**src/hdl/dfmn_pkg.sv**
```systemverilog
// Shared types and constants for the depth frame max-normalize block.
// No dependencies; imported by dfmn_div and depth_frame_max_normalize_8bit_top.
`timescale 1ns / 1ps

package dfmn_pkg;

  localparam int DEF_FRAME_WIDTH  = 640;
  localparam int DEF_FRAME_HEIGHT = 480;
  localparam int DEF_SLOTS        = 3;

  localparam int DEPTH_W = 16;
  localparam int INDEX_W = 19;
  localparam int SLOT_W  = 2;
  localparam int LEVEL_W = 8;

  localparam logic [LEVEL_W-1:0] LEVEL_MAX = 8'hFF;

  localparam logic FUNC_STORE = 1'b0;
  localparam logic FUNC_READ  = 1'b1;

  typedef struct packed {
    logic               go;
    logic               zero;
    logic [DEPTH_W-1:0] depth;
    logic [DEPTH_W-1:0] maximum;
  } div_req_t;

  typedef struct packed {
    logic               done;
    logic [LEVEL_W-1:0] level;
  } div_rsp_t;

endpackage

```
**src/hdl/dfmn_div.sv**
```systemverilog
// Iterative scaler: round(depth * 255 / maximum), ties to even, saturated.
// One quotient bit per cycle, then a rounding step. Depends on dfmn_pkg.
`timescale 1ns / 1ps

module dfmn_div import dfmn_pkg::*; (
  input  logic     clk_i,
  input  logic     rst_ni,
  input  div_req_t req_i,
  output div_rsp_t rsp_o
);

  localparam int NUM_W = DEPTH_W + LEVEL_W;
  localparam int CNT_W = $clog2(LEVEL_W + 1);
  localparam logic [CNT_W-1:0] LAST_STEP = CNT_W'(LEVEL_W);

  logic               busy_q;
  logic [CNT_W-1:0]   cnt_q;
  logic [DEPTH_W-1:0] rem_q;
  logic [LEVEL_W-1:0] low_q;
  logic [LEVEL_W-1:0] quo_q;
  logic [DEPTH_W-1:0] max_q;
  logic               zero_q;
  logic               sat_q;
  logic               done_q;
  logic [LEVEL_W-1:0] level_q;

  logic [NUM_W-1:0]   num;
  logic [DEPTH_W:0]   trial;
  logic [DEPTH_W:0]   diff;
  logic               fits;
  logic [DEPTH_W:0]   twice;
  logic               inc;
  logic [LEVEL_W-1:0] level_d;

  assign num   = {req_i.depth, LEVEL_W'(0)} - NUM_W'(req_i.depth);
  assign trial = {rem_q, low_q[LEVEL_W-1]};
  assign diff  = trial - {1'b0, max_q};
  assign fits  = trial >= {1'b0, max_q};
  assign twice = {rem_q, 1'b0};
  assign inc   = (twice > {1'b0, max_q}) || ((twice == {1'b0, max_q}) && quo_q[0]);

  always_comb begin
    if (zero_q) begin
      level_d = '0;
    end else if (sat_q || (inc && (quo_q == LEVEL_MAX))) begin
      level_d = LEVEL_MAX;
    end else begin
      level_d = quo_q + LEVEL_W'(inc);
    end
  end

  always_ff @(posedge clk_i or negedge rst_ni) begin
    if (!rst_ni) begin
      busy_q <= 1'b0;
      cnt_q  <= '0;
      done_q <= 1'b0;
    end else begin
      done_q <= 1'b0;
      if (!busy_q) begin
        if (req_i.go) begin
          busy_q <= 1'b1;
          cnt_q  <= '0;
        end
      end else if (cnt_q == LAST_STEP) begin
        busy_q <= 1'b0;
        done_q <= 1'b1;
      end else begin
        cnt_q <= cnt_q + CNT_W'(1);
      end
    end
  end

  always_ff @(posedge clk_i) begin
    if (!busy_q) begin
      if (req_i.go) begin
        rem_q  <= num[NUM_W-1:LEVEL_W];
        low_q  <= num[LEVEL_W-1:0];
        quo_q  <= '0;
        max_q  <= req_i.maximum;
        zero_q <= req_i.zero;
        sat_q  <= num >= {req_i.maximum, LEVEL_W'(0)};
      end
    end else if (cnt_q == LAST_STEP) begin
      level_q <= level_d;
    end else begin
      rem_q <= fits ? diff[DEPTH_W-1:0] : trial[DEPTH_W-1:0];
      low_q <= {low_q[LEVEL_W-2:0], 1'b0};
      quo_q <= {quo_q[LEVEL_W-2:0], fits};
    end
  end

  assign rsp_o.done  = done_q;
  assign rsp_o.level = level_q;

endmodule

```
**config.mk**
```make
export PLATFORM = sky130hd
export DESIGN_NAME = dfmn_div
export DESIGN_NICKNAME = d
export VERILOG_FILES = /design/src/hdl/dfmn_pkg.sv /design/src/hdl/dfmn_div.sv
export SDC_FILE = /design/constraint.sdc
export NUM_CORES = 1
export LEC_CHECK = 0
export BUFFER_PORTS_ARGS = -buffer_cell sky130_fd_sc_hd__buf_4
export CAP_MARGIN = 20
export CORE_ASPECT_RATIO = 1.25
export CORE_MARGIN = 1.5
export CORE_UTILIZATION = 60
export CTS_BUF_LIST = sky130_fd_sc_hd__clkbuf_2 sky130_fd_sc_hd__clkbuf_4 sky130_fd_sc_hd__clkbuf_8
export DETAILED_ROUTE_END_ITERATION = 6
export PLACE_DENSITY = 0.81
export SYNTH_ARGS = -nofsm -noshare
export SYNTH_HDL_FRONTEND = slang
export SYNTH_SLANG_ARGS = --single-unit
export TNS_END_PERCENT = 10
```
**constraint.sdc**
```tcl
create_clock -name clk_i -period 3.3 [get_ports clk_i]
set_input_delay 0.33 -clock clk_i [delete_from_list [all_inputs] [get_ports clk_i]]
set_output_delay 0.33 -clock clk_i [all_outputs]
set_load 0.01 [all_outputs]
```
==> flow_metrics.env <==
export IMPL_io_pins=45
export IMPL_cts_made_buffers=9
export IMPL_clock_path_buffers=2
export IMPL_start_kind="register"
export IMPL_antenna_found_initial=0
export IMPL_pre_cts_slack_ns=-0.260
export IMPL_layout_min_cycle_time_ns=3.16
export IMPL_status="completed"
export IMPL_final_setup_tns_ns=0
export IMPL_synth_top_cell_area_share_pct=35.6
export IMPL_ys_seq_area_share_pct=38.7
export IMPL_critPathRequiredTime_ns=3.37
export IMPL_ys_seq_elements=64
export IMPL_synth_edf_count=58
export IMPL_drt_initial_drc_count=294
export IMPL_hold_path_class="primary input to register"
export IMPL_vias=4269
export IMPL_grt_pass1_vias=4239
export IMPL_start_util_pct=62.4
export IMPL_nets=689
export IMPL_cap_violations=0
export IMPL_syn_cell_area_um2=4890
export IMPL_gp_congestion=0.933
export IMPL_leakage_nw=2.65
export IMPL_area_delta_synth_final_pct=20.9
export IMPL_final_setup_worst_slack_ns=0.144
export IMPL_post_place_cells=690
export IMPL_avgSynthCellArea_um2=9.34
export IMPL_route_antenna_remaining_nets=0
export IMPL_critPathKind="register to register"
export IMPL_total_power_mw=5.02
export IMPL_post_cts_buffers=0
export IMPL_diodes=0
export IMPL_wl_mm=12.3
export IMPL_grt_overflow_total=0
export IMPL_die_width_um=83.7
export IMPL_hpwl_mm=9.38
export IMPL_slew_violations=0
export IMPL_grt_use_total_pct=29.2
export IMPL_core_um2=7840
export IMPL_hold_violations=0
export IMPL_crit_fanout=6
export IMPL_synth_flop_cell="edfxtp_1"
export IMPL_fin_crit_sh_pct=95.6
export IMPL_rsz0062_at_grt="no"
export IMPL_routed_via_density=6.04
export IMPL_grt_start_max_net_pins=52
export IMPL_wire_per_inst_um=17.4
export IMPL_grt_pass1_wl_mm=20.4
export IMPL_holdWs_ns=0.152
export IMPL_cts_root_buffer="clkbuf_8"
export IMPL_ir_drop_mv=0.604
export IMPL_drc=0
export IMPL_final_cells=707
export IMPL_clk_latency_ns=0.36
export IMPL_cts_sinks=64
export IMPL_tightestPinTransition_ns=0.816
export IMPL_utilization_pct=75.4
export IMPL_fmax_mhz=317
export IMPL_synthArstFlopShare_pct=9.38
export IMPL_power_density_nw_per_um2=849
export IMPL_synth_yosys_warnings=0
export IMPL_die_y_um=104
export IMPL_row_count=36
export IMPL_n_fill_cell=598
export IMPL_crit_arrival_ns=3.23
export IMPL_clock_skew_ns=0.00871
export IMPL_syn_inst=523
export IMPL_io_buffer_count=44
export IMPL_setup_viol=0
export IMPL_h_tree_depth=3
export IMPL_die_area_um2=8700
export IMPL_ys_types=67
export IMPL_placed_cell_area_um2=5610
export IMPL_syn_num_nets=605
export IMPL_finalInstanceArea_um2=5910
export IMPL_cts_tree="built"
export IMPL_drive_above_1_share_pct=22.7
export IMPL_whs_path_depth=1
export IMPL_reg2regPathDepth=11
export IMPL_multi_input_area_um2=2760
export IMPL_yosys_area_top_type="edfxtp_1"
export IMPL_yosys_top_cells_area="edfxtp_1 (36%), ha_1 (12%), inv_1 (4.2%), xnor2_1 (4.1%), a21oi_1 (4.0%)"
export IMPL_relSlewSlack_pct=45.4
export IMPL_cp_end_kind="register"
export IMPL_ff_latch_area_um2=1890
export IMPL_dr_pass1_iters=5
export IMPL_path_clk_slew_ns=0.08
state kept, by name, indices dropped and copies added, names as in the netlist:
signal,flops
max_q,16
rem_q,16
level_q,8
low_q,8
quo_q,8
cnt_q,4
busy_q,1
done_q,1
sat_q,1
zero_q,1
worst max-delay path, stage by stage, from the launching register on:
cell       delay (ns)
edfxtp_1         0.42
ha_1             0.41
a21oi_2          0.22
o21ai_1          0.15
a2111oi_2        0.52
o211a_1          0.22
a21oi_2          0.06
ha_2             0.22
ha_1             0.24
nand3_1          0.13
xor2_1           0.19
a21oi_1          0.09
kinds of logic (layout without fill, tap and decap cells):
kind of cell | Yosys count | in the layout | share of synthesized area (%)
multiplexers | 8 | 8 | 1.77
AO/OA/AOI/OAI | 126 | 126 | 17.2
adder cells (fa/ha/maj) | 46 | 46 | 11.9
XOR/XNOR | 39 | 39 | 6.99
buffers and inverters | 76 | 165 | 6.07
AND/OR/NAND/NOR | 164 | 164 | 17.3
flip-flops | 64 | 64 | 38.7
cells in the mapped netlist, drive strengths merged (6+ instances only):
library cell,count
a21o,11
a21oi,40
a31oi,7
and2,12
buf,8
clkbuf,12
dfrtp,6
edfxtp,58
ha,45
inv,56
nand2,46
nand3,18
nand4,7
nor2,32
nor3,8
o21ai,24
o31ai,7
or2,6
xnor2,23
xor2,16
worst paths after layout:
| check | start | to | slack, ns |
|---|---|---|---|
| worst max register to register | rem_q[7]$_DFFE_PP_ | level_q[4]$_SDFFCE_PP0P_ | 0.14 |
| worst min register to register | low_q[1]$_DFFE_PP_ | low_q[2]$_DFFE_PP_ | 0.54 |
| min in group asynchronous | rst_ni | done_q$_DFF_PN0_ | 0.31 |
| worst min-delay path | req_i[8] | max_q[8]$_DFFE_PP_ | 0.15 |
| worst max-delay path | rem_q[7]$_DFFE_PP_ | level_q[4]$_SDFFCE_PP0P_ | 0.14 |
| max in group asynchronous | rst_ni | cnt_q[2]$_DFFE_PN0P_ | 2.88 |
power breakdown:
part           switching, mW  internal [mW]  total, mW  leakage (nW)
logic                   1.55           1.15       2.70          1.90
registers              0.182           1.35       1.53         0.643
clock network          0.358          0.434      0.792         0.111
total                   2.09           2.94       5.02          2.65
cell usage in the layout, fill, tap and decap left out, types with 4 or more instances in the layout:
cell type / netlist / layout
mux2_2: 5 / 5
o21a_1: 4 / 4
ha_1: 45 / 42
nand3_1: 17 / 17
xor2_1: 16 / 16
nor3_1: 8 / 8
and3_1: 5 / 5
inv_1: 55 / 55
a21o_1: 11 / 11
clkbuf_8: 0 / 9
edfxtp_1: 58 / 58
dfrtp_1: 6 / 6
or2_2: 6 / 6
o21ai_0: 24 / 21
a21oi_1: 39 / 37
buf_4: 1 / 92
nand2_1: 46 / 45
nand2b_1: 4 / 4
o31ai_1: 6 / 6
a31oi_1: 7 / 7
and2_1: 12 / 12
nor2_1: 32 / 32
nand4_1: 7 / 7
xnor2_1: 23 / 20
layout make-up:
| class | count | area share [%] |
|---|---|---|
| clock buffers | 9 | 2.10 |
| clock inverters | 7 | 1.74 |
| inverters | 56 | 3.56 |
| multi-input cells | 383 | 46.7 |
| flip-flops and latches | 64 | 32.0 |
| well taps | 95 | 2.01 |
| repair buffers | 93 | 11.9 |
repair_timing:
action                                  4_1_cts  5_1_grt
hold buffers                                  1        0
endpoints found under the hold margin         6        0
endpoints found under the setup margin        1        3
pin swaps                                     0        1
gates resized for setup                       1       14
per-layer routing:
metal / up-vias / global-route usage [%] / share of wire [%]
li1: 2062 / - / -
met1: 2022 / 36.1 / 40
met2: 162 / 51.1 / 52
met3: 23 / 4.37 / 5.3
met4: 0 / 11.8 / 2.4
met5: - / 0 / 0
Power figures use the tool's default switching activity.
